===== config.mk =====
export PLATFORM = sky130hd
export DESIGN_NAME = servo_bus_packet_framer_flat
export DESIGN_NICKNAME = d
export VERILOG_FILES = /design/src/hw/rtl/sbpf_pkg.sv /design/src/hw/rtl/sbpf_body_if.sv /design/src/hw/rtl/sbpf_frame_if.sv /design/src/hw/rtl/sbpf_emitter.sv /design/src/hw/rtl/sbpf_out_reg.sv /design/src/hw/rtl/servo_bus_packet_framer.sv /design/src/flat_wrapper.sv
export VERILOG_INCLUDE_DIRS = /design/src /design/src/hw/rtl
export SDC_FILE = /design/constraint.sdc
export NUM_CORES = 1
export LEC_CHECK = 0
export ABC_AREA = 1
export BUFFER_PORTS_ARGS = -buffer_cell sky130_fd_sc_hd__buf_4
export CAP_MARGIN = 20
export CORE_MARGIN = 3
export CORE_UTILIZATION = 57
export CTS_CLUSTER_DIAMETER = 150
export DETAILED_ROUTE_END_ITERATION = 16
export GPL_TIMING_DRIVEN = 1
export PLACE_DENSITY = 0.84
export SKIP_CTS_REPAIR_TIMING = 1
export SYNTH_ARGS = -nofsm -noshare
export SYNTH_HDL_FRONTEND = slang
export SYNTH_SLANG_ARGS = --single-unit
export TNS_END_PERCENT = 20

===== constraint.sdc =====
create_clock -name clk -period 4.7 [get_ports clk]
set_clock_uncertainty 0.05 [all_clocks]
set_input_delay 0.235 -clock clk [delete_from_list [all_inputs] [get_ports clk]]
set_output_delay 0.235 -clock clk [all_outputs]
set_load 0.05 [all_outputs]

===== src/hw/rtl/servo_bus_packet_framer_defines.svh =====
// Assertion macros used by the framer's emitter.
// Unless SYNTH is defined, each macro expands to one labelled concurrent assertion that
// is clocked on the rising edge and switched off while reset is high; with SYNTH it is empty.
`ifndef SERVO_BUS_PACKET_FRAMER_DEFINES_SVH
`define SERVO_BUS_PACKET_FRAMER_DEFINES_SVH

`ifndef SYNTH
`define SBPF_ASSERT_IMPLIES(label, clk, rst, ante, cons) \
  label: assert property (@(posedge clk) disable iff (rst) (ante) |-> (cons)) \
    else $error("sbpf: assertion failed");
`define SBPF_ASSERT_NEXT(label, clk, rst, ante, cons) \
  label: assert property (@(posedge clk) disable iff (rst) (ante) |=> (cons)) \
    else $error("sbpf: assertion failed");
`else
`define SBPF_ASSERT_IMPLIES(label, clk, rst, ante, cons)
`define SBPF_ASSERT_NEXT(label, clk, rst, ante, cons)
`endif

`endif


===== src/hw/rtl/sbpf_pkg.sv =====
`default_nettype none

package sbpf_pkg;

  // Fixed bytes of the packet header.
  localparam logic [7:0] HDR_SYNC = 8'hFF;
  localparam logic [7:0] HDR_MARK = 8'hFD;
  localparam logic [7:0] HDR_RSVD = 8'h00;

  // CRC-16 generator polynomial, processed MSB first.
  localparam logic [15:0] CRC_POLY = 16'h8005;

  // Which byte of the frame the emitter is about to send.
  typedef enum logic [3:0] {
    KIND_HDR0,
    KIND_HDR1,
    KIND_HDR2,
    KIND_HDR3,
    KIND_ID,
    KIND_LEN_LO,
    KIND_LEN_HI,
    KIND_BODY,
    KIND_CRC_LO,
    KIND_CRC_HI
  } kind_t;

  // One outgoing word with its framing flags.
  typedef struct packed {
    logic [7:0] data;
    logic       eop;
    logic       last;
  } beat_t;

  // Advance the CRC over one byte, eight shift steps.
  function automatic logic [15:0] crc_byte(input logic [15:0] crc, input logic [7:0] data);
    logic [15:0] c;
    c = crc ^ {data, 8'h00};
    for (int k = 0; k < 8; k++) begin
      if (c[15]) begin
        c = {c[14:0], 1'b0} ^ CRC_POLY;
      end else begin
        c = {c[14:0], 1'b0};
      end
    end
    return c;
  endfunction

endpackage

`default_nettype wire


===== src/hw/rtl/sbpf_body_if.sv =====
`default_nettype none

// Channel carrying body bytes together with the per-packet header fields.
interface sbpf_body_if;
  logic       valid;
  logic       ready;
  logic [7:0] packet_id;
  logic [7:0] body_length;
  logic [7:0] body_byte;

  modport source (output valid, output packet_id, output body_length, output body_byte,
                  input ready);
  modport sink (input valid, input packet_id, input body_length, input body_byte,
                output ready);
endinterface

`default_nettype wire


===== src/hw/rtl/sbpf_frame_if.sv =====
`default_nettype none

// Channel carrying the framed packet, one byte per word.
interface sbpf_frame_if;
  logic       valid;
  logic       ready;
  logic [7:0] out_byte;
  logic       end_of_packet;
  logic       last_of_run;

  modport source (output valid, output out_byte, output end_of_packet, output last_of_run,
                  input ready);
  modport sink (input valid, input out_byte, input end_of_packet, input last_of_run,
                output ready);
endinterface

`default_nettype wire


===== src/hw/rtl/sbpf_emitter.sv =====
`default_nettype none

`include "servo_bus_packet_framer_defines.svh"

// Holds one accepted body word and sends its frame bytes one per cycle while the output
// register takes them, keeping the running CRC and the count of body bytes still expected.
module sbpf_emitter #(
  parameter int unsigned MAX_BODY = 248
) (
  input  wire logic          clk,
  input  wire logic          rst,
  sbpf_body_if.sink          body,
  output      logic          emit_valid,
  output      sbpf_pkg::beat_t beat,
  input  wire logic          emit_take
);

  localparam logic [7:0] MaxLen = 8'(MAX_BODY);

  // Item and state registers.
  logic                item_valid;
  logic                item_valid_next;
  sbpf_pkg::kind_t     kind;
  sbpf_pkg::kind_t     kind_next;
  logic [7:0]          item_id;
  logic [7:0]          item_len;
  logic [7:0]          item_body;
  logic [7:0]          bytes_left;
  logic [7:0]          bytes_left_next;
  logic [15:0]         crc;
  logic [15:0]         crc_next;

  // Combinational helpers.
  logic [8:0]          len_field;
  logic [7:0]          cur_byte;
  logic                tracked;
  logic                is_last;
  logic                advance;
  logic                finish;
  logic                load;
  logic                first;
  logic [7:0]          bl_dec;
  logic [7:0]          bl_after;
  logic [7:0]          len_clamp;
  logic [15:0]         crc_base;
  sbpf_pkg::kind_t     kind_succ;

  // State register.
  always_ff @(posedge clk) begin
    if (rst) begin
      item_valid <= 1'b0;
      kind       <= sbpf_pkg::KIND_HDR0;
      bytes_left <= 8'd0;
      crc        <= 16'd0;
    end else begin
      item_valid <= item_valid_next;
      kind       <= kind_next;
      bytes_left <= bytes_left_next;
      crc        <= crc_next;
    end
  end

  // Captured fields of the current word.
  always_ff @(posedge clk) begin
    if (load) begin
      item_id   <= body.packet_id;
      item_len  <= len_clamp;
      item_body <= body.body_byte;
    end
  end

  // Byte selection and CRC update for the current position in the frame.
  always_comb begin
    len_field = {1'b0, item_len} + 9'd2;
    tracked   = 1'b1;
    unique case (kind)
      sbpf_pkg::KIND_HDR0:   cur_byte = sbpf_pkg::HDR_SYNC;
      sbpf_pkg::KIND_HDR1:   cur_byte = sbpf_pkg::HDR_SYNC;
      sbpf_pkg::KIND_HDR2:   cur_byte = sbpf_pkg::HDR_MARK;
      sbpf_pkg::KIND_HDR3:   cur_byte = sbpf_pkg::HDR_RSVD;
      sbpf_pkg::KIND_ID:     cur_byte = item_id;
      sbpf_pkg::KIND_LEN_LO: cur_byte = len_field[7:0];
      sbpf_pkg::KIND_LEN_HI: cur_byte = {7'd0, len_field[8]};
      sbpf_pkg::KIND_BODY:   cur_byte = item_body;
      sbpf_pkg::KIND_CRC_LO: begin
        cur_byte = crc[7:0];
        tracked  = 1'b0;
      end
      sbpf_pkg::KIND_CRC_HI: begin
        cur_byte = crc[15:8];
        tracked  = 1'b0;
      end
      default: begin
        cur_byte = 8'd0;
        tracked  = 1'b0;
      end
    endcase
    crc_base = (kind == sbpf_pkg::KIND_HDR0) ? 16'd0 : crc;
  end

  // Next state and handshake.
  always_comb begin
    bl_dec = bytes_left - 8'd1;

    unique case (kind)
      sbpf_pkg::KIND_HDR0:   kind_succ = sbpf_pkg::KIND_HDR1;
      sbpf_pkg::KIND_HDR1:   kind_succ = sbpf_pkg::KIND_HDR2;
      sbpf_pkg::KIND_HDR2:   kind_succ = sbpf_pkg::KIND_HDR3;
      sbpf_pkg::KIND_HDR3:   kind_succ = sbpf_pkg::KIND_ID;
      sbpf_pkg::KIND_ID:     kind_succ = sbpf_pkg::KIND_LEN_LO;
      sbpf_pkg::KIND_LEN_LO: kind_succ = sbpf_pkg::KIND_LEN_HI;
      sbpf_pkg::KIND_LEN_HI: kind_succ = sbpf_pkg::KIND_BODY;
      sbpf_pkg::KIND_BODY:   kind_succ = sbpf_pkg::KIND_CRC_LO;
      sbpf_pkg::KIND_CRC_LO: kind_succ = sbpf_pkg::KIND_CRC_HI;
      sbpf_pkg::KIND_CRC_HI: kind_succ = sbpf_pkg::KIND_HDR0;
      default:               kind_succ = sbpf_pkg::KIND_HDR0;
    endcase

    // The word ends on the high CRC byte, or on a body byte that is not the last one.
    is_last = (kind == sbpf_pkg::KIND_CRC_HI) ||
              ((kind == sbpf_pkg::KIND_BODY) && (bl_dec != 8'd0));
    advance = item_valid && emit_take;
    finish  = advance && is_last;

    body.ready = !item_valid || finish;
    load       = body.valid && body.ready;

    bl_after = (advance && (kind == sbpf_pkg::KIND_BODY)) ? bl_dec : bytes_left;
    first    = (bl_after == 8'd0);

    // A zero length counts as one; lengths above the limit are clamped.
    if (body.body_length == 8'd0) begin
      len_clamp = 8'd1;
    end else if (body.body_length > MaxLen) begin
      len_clamp = MaxLen;
    end else begin
      len_clamp = body.body_length;
    end

    if (load) begin
      item_valid_next = 1'b1;
      kind_next       = first ? sbpf_pkg::KIND_HDR0 : sbpf_pkg::KIND_BODY;
    end else if (finish) begin
      item_valid_next = 1'b0;
      kind_next       = kind;
    end else begin
      item_valid_next = item_valid;
      kind_next       = advance ? kind_succ : kind;
    end

    bytes_left_next = (load && first) ? len_clamp : bl_after;
    crc_next        = (advance && tracked) ? sbpf_pkg::crc_byte(crc_base, cur_byte) : crc;

    emit_valid = item_valid;
    beat.data  = cur_byte;
    beat.eop   = (kind == sbpf_pkg::KIND_CRC_HI);
    beat.last  = is_last;
  end

  // Checks on the sequencing.
  `SBPF_ASSERT_IMPLIES(a_eop_is_last, clk, rst, emit_valid && beat.eop, beat.last)
  `SBPF_ASSERT_NEXT(a_crc_lo_then_hi, clk, rst, advance && (kind == sbpf_pkg::KIND_CRC_LO), item_valid && (kind == sbpf_pkg::KIND_CRC_HI))
  `SBPF_ASSERT_IMPLIES(a_count_bounded, clk, rst, 1'b1, bytes_left <= MaxLen)
  `SBPF_ASSERT_IMPLIES(a_count_live, clk, rst, item_valid && (kind != sbpf_pkg::KIND_CRC_LO) && (kind != sbpf_pkg::KIND_CRC_HI), bytes_left != 8'd0)

endmodule

`default_nettype wire


===== src/hw/rtl/sbpf_out_reg.sv =====
`default_nettype none

// Output register between the emitter and the frame channel.
module sbpf_out_reg (
  input  wire logic            clk,
  input  wire logic            rst,
  input  wire logic            emit_valid,
  input  wire sbpf_pkg::beat_t beat,
  output      logic            emit_take,
  sbpf_frame_if.source         frame
);

  logic            out_valid;
  sbpf_pkg::beat_t out_beat;

  // The register takes a new word whenever it is empty or being drained.
  assign emit_take = !out_valid || frame.ready;

  always_ff @(posedge clk) begin
    if (rst) begin
      out_valid <= 1'b0;
    end else if (emit_take) begin
      out_valid <= emit_valid;
    end
  end

  always_ff @(posedge clk) begin
    if (emit_take && emit_valid) begin
      out_beat <= beat;
    end
  end

  assign frame.valid         = out_valid;
  assign frame.out_byte      = out_beat.data;
  assign frame.end_of_packet = out_beat.eop;
  assign frame.last_of_run   = out_beat.last;

endmodule

`default_nettype wire


===== src/hw/rtl/servo_bus_packet_framer.sv =====
// Channel | Role | Word contents
// body    | sink | packet_id, body_length, body_byte
// frame   | src  | out_byte, end_of_packet, last_of_run
//
// A body word that continues a packet gives one frame byte, so such words pass at one per cycle
// unless the frame channel stalls. The first body word of a packet gives eight bytes (header,
// id, length, body), the last also the two CRC bytes; the word is held in the emitter until sent.
// The emitter feeds the output register one byte per cycle while it has room, so it sets the rate.
// Synchronous reset clears the held word, the CRC and the body count; no clearing pass.
// A stall on the frame channel holds the output register and the emitter, then the body side.
`default_nettype none

module servo_bus_packet_framer #(
  parameter int unsigned MAX_BODY = 248
) (
  input wire logic     clk,
  input wire logic     rst,
  sbpf_body_if.sink    body,
  sbpf_frame_if.source frame
);

  logic            emit_valid;
  logic            emit_take;
  sbpf_pkg::beat_t beat;

  // Frame sequencer with running CRC.
  sbpf_emitter #(
    .MAX_BODY(MAX_BODY)
  ) u_emitter (
    .clk       (clk),
    .rst       (rst),
    .body      (body),
    .emit_valid(emit_valid),
    .beat      (beat),
    .emit_take (emit_take)
  );

  // Output register.
  sbpf_out_reg u_out_reg (
    .clk       (clk),
    .rst       (rst),
    .emit_valid(emit_valid),
    .beat      (beat),
    .emit_take (emit_take),
    .frame     (frame)
  );

endmodule

`default_nettype wire


===== src/flat_wrapper.sv =====
// flat-port wrapper written by rule: the top's interface ports become plain ports
module servo_bus_packet_framer_flat 
#(
  parameter int unsigned MAX_BODY = 248
)
  (clk, rst, body_valid, body_packet_id, body_body_length, body_body_byte, body_ready, frame_valid, frame_out_byte, frame_end_of_packet, frame_last_of_run, frame_ready);
  sbpf_body_if body_i ();
  sbpf_frame_if frame_i ();
  input wire logic clk;
  input wire logic rst;
  input wire logic [$bits(body_i.valid)-1:0] body_valid;
  input wire logic [$bits(body_i.packet_id)-1:0] body_packet_id;
  input wire logic [$bits(body_i.body_length)-1:0] body_body_length;
  input wire logic [$bits(body_i.body_byte)-1:0] body_body_byte;
  output wire logic [$bits(body_i.ready)-1:0] body_ready;
  output wire logic [$bits(frame_i.valid)-1:0] frame_valid;
  output wire logic [$bits(frame_i.out_byte)-1:0] frame_out_byte;
  output wire logic [$bits(frame_i.end_of_packet)-1:0] frame_end_of_packet;
  output wire logic [$bits(frame_i.last_of_run)-1:0] frame_last_of_run;
  input wire logic [$bits(frame_i.ready)-1:0] frame_ready;
  assign body_i.valid = body_valid;
  assign body_i.packet_id = body_packet_id;
  assign body_i.body_length = body_body_length;
  assign body_i.body_byte = body_body_byte;
  assign body_ready = body_i.ready;
  assign frame_valid = frame_i.valid;
  assign frame_out_byte = frame_i.out_byte;
  assign frame_end_of_packet = frame_i.end_of_packet;
  assign frame_last_of_run = frame_i.last_of_run;
  assign frame_i.ready = frame_ready;
  servo_bus_packet_framer #(.MAX_BODY(MAX_BODY)) u_core (.clk(clk), .rst(rst), .body(body_i), .frame(frame_i));
endmodule

==> impl_metrics.env, run 1 <==
export IMPL_outcome="completed"
export IMPL_power_share_switching_pct=36.7
export IMPL_drc_errors=0
export IMPL_rows=28
export IMPL_worst_setup_hold_path_clk_slew_ns=0.08
export IMPL_max_cap_viol_count=0
export IMPL_total_switching_power_uw=599
export IMPL_grt_use_total_pct=24.9
export IMPL_timing_critical_path_buf_inv=3
export IMPL_max_stage_delay_ns=0.38
export IMPL_setup_worst_path_end_class="register"
export IMPL_grt_setup_unrepaired="false"
export IMPL_final_nets=569
export IMPL_cts_tree="done"
export IMPL_pwr_density_cell_mw_per_mm2=383
export IMPL_cpLargestDelayFamily="simple AND/OR/NAND/NOR gates"
export IMPL_final_period_minus_worst_setup_slack_ns=3.30
export IMPL_cts_inserted_buffers=9
export IMPL_die_area_sq_mm=0.00753
export IMPL_grt_use_met2_pct=40.0
export IMPL_worst_setup_path_startpoint="u_core.u_emitter.bytes_left[0]"
export IMPL_timing_critical_path_cells="inv_1 > ha_1 > xnor2_1 > nand2_1 > nor3_1 > nand3_1 > nand2_1 > nand2_1 > nand2_1 > nand2_1 > nand2_1 > inv_2 > nor2_1 > nand2_1 > a21oi_2 > inv_1 > ha_1 > nand3_1 > o21ai_0"
export IMPL_totalWireLength_mm=8.93
export IMPL_critPathMaxFanout=25
export IMPL_routed_wire_length_per_instance_microns=14.5
export IMPL_final_setup_violations=0
export IMPL_yosys_area_share_xor_xnor_pct=2.59
export IMPL_synth_common_cells="140 x nand2_1, 61 x inv_1, 60 x nand3_1, 34 x dfxtp_1, 34 x edfxtp_1"
export IMPL_place_congestion=0.974
export IMPL_initial_utilization_pct=60.7
export IMPL_grt_overflow=0
export IMPL_insertedDiodeCount=0
export IMPL_setup_tns_final_ns=0
export IMPL_cp_required_ns=4.89
export IMPL_clk_path_buf_depth=2
export IMPL_relSlewSlack_pct=52.7
export IMPL_grt_use_met1_pct=32.3
export IMPL_vias_in_the_first_global_route=3134
export IMPL_hold_viol=0
export IMPL_vdd_ir_drop_worst_mv=0.220
export IMPL_arrival_ns=3.49
export IMPL_postSynthRegisterBits=68
export IMPL_grt_start_max_net_pins=26
export IMPL_grt_pass1_wl_mm=14.5
export IMPL_synth_largest_area_cell="edfxtp_1"
export IMPL_floorplan_core_area_sq_mm=0.00613
export IMPL_place_port_buffers=39
export IMPL_fp_dieH_microns=86.8
export IMPL_seq_power_share_pct=44.3
export IMPL_yosysWarnings=0
export IMPL_drive_gt1_share_pct=14.6
export IMPL_fp_dieW_microns=86.8
export IMPL_grt_busiest_layer="met2"
export IMPL_ant_nets=0
export IMPL_place_worst_setup_slack_ns=1.42
export IMPL_fillerInstances=484
export IMPL_synthesis_area_per_instance_sq_um=7.53
export IMPL_layout_setup_ws_ns=1.40
export IMPL_synth_top_family_by_area="simple AND/OR/NAND/NOR gates"
export IMPL_post_synth_and_or_nand_nor_area_fraction_pct=31.9
export IMPL_timing_worst_slew_pin_value_ns=0.709
export IMPL_cts_htree_levels=3
export IMPL_critical_path_class="reg -> reg"
export IMPL_post_synth_top_count_cell="nand2_1"
export IMPL_synth_seq_area_share_pct=45.7
export IMPL_min_from="body_body_byte[3]"
export IMPL_netlist_instances=494
export IMPL_power_frac_clock_pct=26.3
export IMPL_sequential_cell_area_sq_mm=0.00170
export IMPL_reg_to_reg_start="u_core.u_emitter.bytes_left[0]"
export IMPL_synth_enable_flop_cells=34
export IMPL_maxSlewViolCount=0
export IMPL_synth_flop_cell="edfxtp_1"
export IMPL_clock_insertion_delay_at_the_later_pin_of_the_skew_report_ns=0.35
export IMPL_synth_top_area_share_pct=27.4
export IMPL_fmax_mhz=303
export IMPL_viasPerCell=5.60
export IMPL_synthDistinctLibCells=33
export IMPL_critical_path_slowest_cell="dfxtp_1"
export IMPL_ioPinCount=40
export IMPL_timing_hold_worst_class="in -> reg"
export IMPL_post_synth_instance_area_sq_mm=0.00372
export IMPL_grt_antenna_before_repair=0
export IMPL_static_leakage_power_uw=0.00195
export IMPL_syn_num_nets=528
export IMPL_starting_drc_count_in_detailed_routing=268
export IMPL_start_kind="register"
export IMPL_synthArstFlopShare_pct=0
export IMPL_synth_compound_area_share_pct=8.78
export IMPL_intPower_uw=1040
export IMPL_post_synth_fa_ha_maj_area_fraction_pct=2.02
export IMPL_detail_route_first_pass_iterations=6
export IMPL_clock_sinks=68
export IMPL_num_vias=3441
export IMPL_place_detailed_hpwl_mm=6.69
export IMPL_layout_worst_path_cycle_share_pct=70.2
export IMPL_area_delta_synth_final_pct=14.8
export IMPL_power_combinational_fraction_pct=29.4
export IMPL_cp_common_cell="nand2_1"
export IMPL_met3_usage_pct=4.75
export IMPL_cts_root_buffer_cell="clkbuf_8"
export IMPL_leading_post_synthesis_cells_by_cell_area="edfxtp_1 27%, dfxtp_1 18%, nand2_1 14%"
export IMPL_multiInputGateArea_sq_mm=0.00168
export IMPL_synth_mux_area_fraction_pct=0
[routing by layer]
layer / share of wire, % / wire length [microns]
met2: 47 / 4220
met1: 41 / 3680
met3: 8.6 / 764
met5: 0 / 0
met4: 3.0 / 271
[cells in the final DEF (no fill, tap or decap)]
cell,count
o211ai_1,2
a21oi_1,27
nor2_2,5
inv_2,6
o32ai_1,1
buf_4,40
nor2_1,32
dfxtp_1,34
o21ai_1,1
xor2_1,9
nor3_2,1
nand3_1,60
nand3b_1,4
clkinv_1,2
nand2_1,140
clkbuf_8,9
ha_1,6
nand2_2,6
edfxtp_1,34
o21ai_0,21
inv_6,2
nor3_1,4
nand3_2,2
nor2_4,3
clkinvlp_4,4
dlygate4sd3_1,6
o21bai_1,1
a211oi_1,1
o2111a_1,1
nand4_1,9
xnor2_1,2
o21a_1,3
a21oi_2,1
inv_1,61
[worst paths after layout]
path / slack [ns] / depth (start not counted) / end
setup / recovery: 1.40 / 19 / u_core.u_emitter.kind_succ[3]
hold / removal: 0.009 / 1 / u_core.u_emitter.item_body[3]
hold reg to reg: 0.43 / 2 / u_core.u_emitter.crc[13]
setup reg to reg: 1.40 / 19 / u_core.u_emitter.kind_succ[3]
[through the flow]
stage               area (sq um)  utilization (%)  instances  hold slack, ns  total power [uW]
finish                      4270             69.6        615         0.00868              1630
global route                4270             69.6        615         0.00125              1730
CTS                         4210             68.7        609        -0.00467              1630
detailed placement          4030             65.8        593           0.364              1200
global placement            4030             65.8        593           0.365              1190
floorplan                   3720                -        494           0.284              1090
[area by class of cell]
| cell class | count | area share (%) |
|---|---|---|
| clock inverters | 7 | 1.20 |
| repair buffers | 46 | 8.44 |
| inverters | 68 | 5.98 |
| clock buffers | 9 | 2.90 |
| flip-flops and latches | 68 | 39.9 |
| multi-input cells | 342 | 39.4 |
| well taps | 75 | 2.20 |
[cell families after synthesis]
group | after synthesis
adder cells (fa/ha/maj) | 6
AO/OA/AOI/OAI | 59
flip-flops | 68
AND/OR/NAND/NOR | 266
XOR/XNOR | 11
buffers and inverters | 84
[registers in the layout (all words and copies together), names as in the netlist]
register,cells
u_core.u_emitter.crc,16
u_core.u_emitter.bytes_left,8
u_core.u_emitter.item_body,8
u_core.u_emitter.item_id,8
u_core.u_emitter.item_len,8
u_core.u_out_reg.frame.out_byte,8
u_core.u_emitter.kind,4
u_core.u_emitter.kind_succ,4
u_core.u_emitter.emit_valid,1
u_core.u_out_reg.frame.end_of_packet,1
u_core.u_out_reg.frame.last_of_run,1
u_core.u_out_reg.frame.valid,1
[power by group through the flow]
stage / Combinational (uW) / Clock (uW) / Sequential (uW)
2_1_floorplan: 336 / 0 / 750
6_report: 480 / 430 / 724
4_1_cts: 470 / 436 / 722
3_3_place_gp: 455 / 0 / 734
5_1_grt: 540 / 460 / 728
3_5_place_dp: 468 / 0 / 735
No activity file was read; power rests on OpenSTA's default activity.
==> run 2: changes to the inputs <==
==> constraint.sdc (replaced) <==
create_clock -name clk -period 3.2 [get_ports clk]
set_clock_uncertainty 0.05 [all_clocks]
set_input_delay 0.16 -clock clk [delete_from_list [all_inputs] [get_ports clk]]
set_output_delay 0.16 -clock clk [all_outputs]
set_load 0.05 [all_outputs]
==> run 2 against run 1 <==
Against the previous run:
- final cell count increased by 3.1%
- hold slack improved by 0.033 ns
- wire length increased by 3.4%
- cell area increased by 5.1%
- global-route usage increased by 0.75 points
- core utilization increased by 3.6 points
- register-to-register slack got worse by 1.1 ns
- sequential power increased by 46%
- die area unchanged
- combinational power increased by 56%
==> impl_metrics.env, run 2 (synthesized netlist as in run 1, its figures left out) <==
export IMPL_floorplan_core_area_sq_mm=0.00613
export IMPL_r2r_slack_ns=0.25
export IMPL_relSlewSlack_pct=59.5
export IMPL_clk_path_buf_depth=2
export IMPL_worst_setup_hold_path_clk_slew_ns=0.07
export IMPL_hold_viol=0
export IMPL_start_kind="register"
export IMPL_insertedDiodeCount=0
export IMPL_postLayoutCellArea_sq_mm=0.00449
export IMPL_vdd_ir_drop_worst_mv=0.365
export IMPL_detail_route_first_pass_iterations=6
export IMPL_layout_worst_path_cycle_share_pct=92.1
export IMPL_viasPerCell=5.53
export IMPL_grt_antenna_before_repair=0
export IMPL_drive_gt1_share_pct=15.0
export IMPL_fp_dieW_microns=86.8
export IMPL_final_common_cell="nand2_1"
export IMPL_critical_path_class="reg -> reg"
export IMPL_timing_worst_slew_pin_value_ns=0.603
export IMPL_grt_use_total_pct=25.7
export IMPL_critPathMaxFanout=8
export IMPL_fp_dieH_microns=86.8
export IMPL_setup_worst_path_end_class="register"
export IMPL_cp_required_ns=3.38
export IMPL_timing_hold_worst_class="in -> reg"
export IMPL_cts_tree="done"
export IMPL_registers_top_by_ff_count="u_core.u_emitter.crc"
export IMPL_grt_start_max_net_pins=25
export IMPL_layout_cells_most_common_list="139 x nand2_1, 61 x inv_1, 60 x nand3_1"
export IMPL_initial_utilization_pct=60.7
export IMPL_fmax_mhz=339
export IMPL_clock_sinks=68
export IMPL_place_detailed_hpwl_mm=6.65
export IMPL_place_congestion=0.866
export IMPL_cts_inserted_buffers=9
export IMPL_largest_register_ffs=16
export IMPL_routed_wire_length_per_instance_microns=14.6
export IMPL_arrival_ns=3.13
export IMPL_outcome="completed"
export IMPL_place_port_buffers=39
export IMPL_final_period_minus_worst_setup_slack_ns=2.95
export IMPL_grt_pass1_wl_mm=15.0
export IMPL_ant_nets=0
export IMPL_starting_drc_count_in_detailed_routing=377
export IMPL_final_nets=588
export IMPL_area_delta_synth_final_pct=20.7
export IMPL_static_leakage_power_uw=0.00206
export IMPL_ioPinCount=40
export IMPL_die_area_sq_mm=0.00753
export IMPL_cts_root_buffer_cell="clkbuf_8"
export IMPL_vias_in_the_first_global_route=3325
export IMPL_cts_htree_levels=3
export IMPL_rows=28
export IMPL_maxSlewViolCount=0
export IMPL_drc_errors=0
export IMPL_max_cap_viol_count=0
export IMPL_clock_insertion_delay_at_the_later_pin_of_the_skew_report_ns=0.35
export IMPL_final_hold_worst_slack_ns=0.0416
export IMPL_pwr_density_cell_mw_per_mm2=556
export IMPL_final_setup_violations=0
export IMPL_totalWireLength_mm=9.23
export IMPL_num_vias=3509
export IMPL_placed_cell_area_sq_mm=0.00406
export IMPL_grt_overflow=0
==> run 2: changes by cell type in the layout (fill, tap and decap cells not counted), moves of 2 or more <==
cell | previous run | this run
clkinvlp_4 | 4 | 1
clkbuf_1 | 0 | 3
buf_4 | 40 | 44
inv_6 | 2 | 0
dlygate4sd3_1 | 6 | 21
==> run 2: metrics by stage <==
stage	total power (uW)	setup TNS [ns]	cells	utilization, %	setup slack [ns]
after floorplan	1590	0	494	-	0.0234
after global placement	1750	0	597	66.3	0.488
after detailed placement	1780	0	597	66.3	0.273
after CTS	2450	0	613	69.3	0.245
after global routing	2640	-0.0927	634	73.2	-0.0638
final	2500	0	634	73.2	0.254
==> run 2: where the power goes <==
part           internal [uW]  total, uW  switching, uW  leakage (uW)
Clock                    360        682            322     0.0000882
Combinational            257        751            494       0.00137
Sequential              1010       1060           55.8      0.000598
Total                   1620       2500            872       0.00206
==> run 2: worst paths after layout <==
check             depth (start not counted)                            end                      startpoint
setup / recovery                         19  u_core.u_emitter.kind_succ[3]  u_core.u_emitter.bytes_left[0]
hold / removal                            4   u_core.u_out_reg.frame.valid                     frame_ready
setup reg to reg                         19  u_core.u_emitter.kind_succ[3]  u_core.u_emitter.bytes_left[0]
hold reg to reg                           2       u_core.u_emitter.crc[12]        u_core.u_emitter.crc[12]
==> run 2: metal layers <==
layer	vias to the layer above	routed length [microns]	GRT usage [%]
li1	1723	-	-
met1	1591	3720	32.0
met2	170	4500	41.9
met3	25	733	4.47
met4	0	278	14.3
met5	-	0	0
==> run 2: final cells by class <==
class / instances / area [sq um]
Multi-Input combinational cell: 342 / 1710
Tap cell: 75 / 93.8
Timing Repair Buffer: 65 / 541
Fill cell: 457 / 1640
Inverter: 68 / 255
Clock inverter: 4 / 50.0
Sequential cell: 68 / 1700
Clock buffer: 12 / 135
==> run 2: critical path, stage by stage, from the launching register on <==
cell and delay, ns:
dfxtp_1 0.40, inv_1 0.10, ha_1 0.27, xnor2_2 0.19, nand2_1 0.07, nor3_1 0.18, nand3_1 0.09, nand2_1 0.06
nand2_1 0.08, nand2_1 0.08, nand2_1 0.14, nand2_4 0.14, inv_2 0.05, nor2_1 0.14, nand2_1 0.14, a21oi_4 0.19
inv_1 0.06, ha_1 0.19, nand3_1 0.11, o21ai_0 0.10
==> run 3: changes to the inputs <==
--- a/config.mk
+++ b/config.mk
@@ -18,5 +18,6 @@
 export SKIP_CTS_REPAIR_TIMING = 1
 export SYNTH_ARGS = -nofsm -noshare
 export SYNTH_HDL_FRONTEND = slang
+export SYNTH_HIERARCHICAL = 1
 export SYNTH_SLANG_ARGS = --single-unit
 export TNS_END_PERCENT = 20
==> run 3 against run 2 <==
Against the previous run:
- worst setup slack improved by 0.12 ns
- via count rose by 1.3%
- sequential power barely moved
- clock-buffer cell count rose by 3
- core utilization rose by 0.29 points
==> impl_metrics.env, run 3 <==
export IMPL_outcome="completed"
export IMPL_fmax_mhz=354
export IMPL_synth_largest_area_cell="edfxtp_1"
export IMPL_routed_wire_length_per_instance_microns=14.3
export IMPL_place_port_buffers=39
export IMPL_cts_htree_levels=3
export IMPL_grt_setup_unrepaired="false"
export IMPL_starting_drc_count_in_detailed_routing=262
export IMPL_viasPerCell=5.50
export IMPL_final_nets=600
export IMPL_reg_to_reg_start="u_core/u_emitter/bytes_left[0]"
export IMPL_drive_gt1_share_pct=15.6
export IMPL_worst_setup_hold_path_clk_slew_ns=0.07
export IMPL_layout_setup_ws_ns=0.378
export IMPL_ant_nets=0
export IMPL_critical_path_class="reg -> reg"
export IMPL_synth_flop_cell="edfxtp_1"
export IMPL_relSlewSlack_pct=67.6
export IMPL_post_synth_instance_area_sq_mm=0.00376
export IMPL_registers_top_by_ff_count="u_core/u_emitter/crc"
export IMPL_fp_dieH_microns=87.3
export IMPL_static_leakage_power_uw=0.00216
export IMPL_min_from="frame_ready"
export IMPL_clk_path_buf_depth=2
export IMPL_pwr_density_cell_mw_per_mm2=547
export IMPL_vdd_ir_drop_worst_mv=0.426
export IMPL_leading_post_synthesis_cells_by_cell_area="edfxtp_1 27%, dfxtp_1 18%, nand2_1 14%"
export IMPL_final_period_minus_worst_setup_slack_ns=2.82
export IMPL_maxSlewViolCount=0
export IMPL_timing_critical_path_buf_inv=3
export IMPL_max_cap_viol_count=0
export IMPL_cp_required_ns=3.38
export IMPL_post_layout_total_power_uw=2480
export IMPL_area_delta_synth_final_pct=20.4
export IMPL_initial_utilization_pct=61.1
export IMPL_clock_insertion_delay_at_the_later_pin_of_the_skew_report_ns=0.34
export IMPL_hold_viol=0
export IMPL_final_setup_violations=0
export IMPL_synth_enable_flop_cells=34
export IMPL_final_common_cell="nand2_1"
export IMPL_yosysWarnings=6
export IMPL_layout_worst_path_cycle_share_pct=88.2
export IMPL_synth_common_cells="142 x nand2_1, 69 x inv_1, 62 x nand3_1, 34 x dfxtp_1, 34 x edfxtp_1"
export IMPL_critical_path_slowest_cell="dfxtp_1"
export IMPL_setup_worst_path_end_class="register"
export IMPL_largest_register_ffs=16
export IMPL_place_detailed_hpwl_mm=6.66
export IMPL_floorplan_core_area_sq_mm=0.00617
export IMPL_post_synth_top_count_cell="nand2_1"
export IMPL_arrival_ns=3.00
export IMPL_grt_overflow=0
export IMPL_insertedDiodeCount=0
export IMPL_drc_errors=0
export IMPL_timing_critical_path_cells="inv_1 > ha_1 > xnor2_1 > nand2_1 > nor3_1 > nand3_1 > nand3_1 > nand2_2 > nand2_2 > clkinvlp_4 > nor2_1 > nand2_1 > a21oi_1 > inv_1 > ha_1 > nand3_1 > o21ai_1"
export IMPL_cpLargestDelayFamily="simple AND/OR/NAND/NOR gates"
export IMPL_synth_top_area_share_pct=27.1
export IMPL_grt_pass1_wl_mm=15.1
export IMPL_cp_common_cell="nand3_1"
export IMPL_cts_tree="done"
export IMPL_grt_antenna_before_repair=0
export IMPL_num_vias=3556
export IMPL_synth_seq_area_share_pct=45.2
export IMPL_setup_tns_final_ns=0
export IMPL_max_stage_delay_ns=0.33
export IMPL_layout_cells_most_common_list="141 x nand2_1, 68 x inv_1, 62 x nand3_1"
export IMPL_grt_use_total_pct=25.3
export IMPL_clock_sinks=68
export IMPL_detail_route_first_pass_iterations=5
export IMPL_start_kind="register"
export IMPL_synthDistinctLibCells=35
export IMPL_cts_root_buffer_cell="clkbuf_8"
export IMPL_cts_inserted_buffers=9
export IMPL_totalWireLength_mm=9.25
export IMPL_synthesis_area_per_instance_sq_um=7.47
export IMPL_place_worst_setup_slack_ns=0.385
export IMPL_worst_setup_path_startpoint="u_core/u_emitter/bytes_left[0]"
export IMPL_netlist_instances=504
export IMPL_place_congestion=0.891
export IMPL_synthArstFlopShare_pct=0
export IMPL_ioPinCount=40
export IMPL_rows=28
export IMPL_critPathMaxFanout=7
export IMPL_grt_start_max_net_pins=25
export IMPL_die_area_sq_mm=0.00762
export IMPL_fp_dieW_microns=87.3
export IMPL_postSynthRegisterBits=68
export IMPL_timing_hold_worst_class="in -> reg"
export IMPL_timing_worst_slew_pin_value_ns=0.484
export IMPL_vias_in_the_first_global_route=3518
export IMPL_syn_num_nets=538
## run 3: cell types whose count changed after synthesis, sizes merged, moves of 2 or more
cell    previous run  this run
o21a               3         5
inv               67        77
nor3               5         3
nand3b             4         0
o211ai             2         5
a21oi             28        26
o21ai             22        17
nand4              9        12
xor2               9         6
nand2            146       150
## run 3: per-layer routing
layer,track usage [%],wire (microns),share of wire [%],vias to the layer above
li1,-,-,-,1754
met1,30.0,3660,40,1607
met2,43.4,4520,49,163
met3,4.54,722,7.8,32
met4,13.4,353,3.8,0
met5,0,0,0,-
## run 3: through the flow
stage | util (%) | cells | cell area, sq um | hold WS (ns)
2_1_floorplan | - | 504 | 3770 | 0.172
3_3_place_gp | 67.0 | 609 | 4130 | 0.288
3_5_place_dp | 67.0 | 609 | 4130 | 0.290
4_1_cts | 70.1 | 625 | 4320 | -0.0657
5_1_grt | 73.5 | 646 | 4530 | 0.0400
6_report | 73.5 | 646 | 4530 | 0.0346
## run 3: cell type report
| cell class | instances | area, sq um |
|---|---|---|
| clock buffers | 15 | 186 |
| inverters | 78 | 298 |
| clock inverters | 1 | 5.00 |
| flip-flops and latches | 68 | 1700 |
| multi-input cells | 344 | 1710 |
| repair buffers | 65 | 541 |
| well taps | 75 | 93.8 |
| fillers | 464 | 1630 |
## run 3: logic make-up after synthesis
group / count (synthesis) / share of synthesized area, %
DFF: 68 / 45.2
and+or+nand+nor: 272 / 32.5
buffers and inverters: 92 / 9.54
xor gates and xnor gates: 9 / 2.09
AOI/OAI and AO/OA: 57 / 8.64
adders and majority gates: 6 / 1.99
## run 3: worst paths after layout
kind	endpoint	slack [ns]	depth (start not counted)
max	u_core/u_emitter/kind_succ[3]	0.38	17
min	u_core/u_out_reg/frame.valid	0.03	4
max reg2reg	u_core/u_emitter/kind_succ[3]	0.38	17
min reg2reg	u_core/u_emitter/crc[13]	0.43	2
## run 3: tightest hold or removal path, stage by stage
cell and delay, ns:
buf_4 0.08, inv_2 0.03, nand2_2 0.06, a21oi_2 0.05
## run 3: power by group
| part | internal (uW) | leakage (uW) | switching (uW) |
|---|---|---|---|
| sequential | 1000 | 0.000598 | 52.6 |
| combinational | 261 | 0.00146 | 502 |
| clock | 366 | 0.0000997 | 294 |
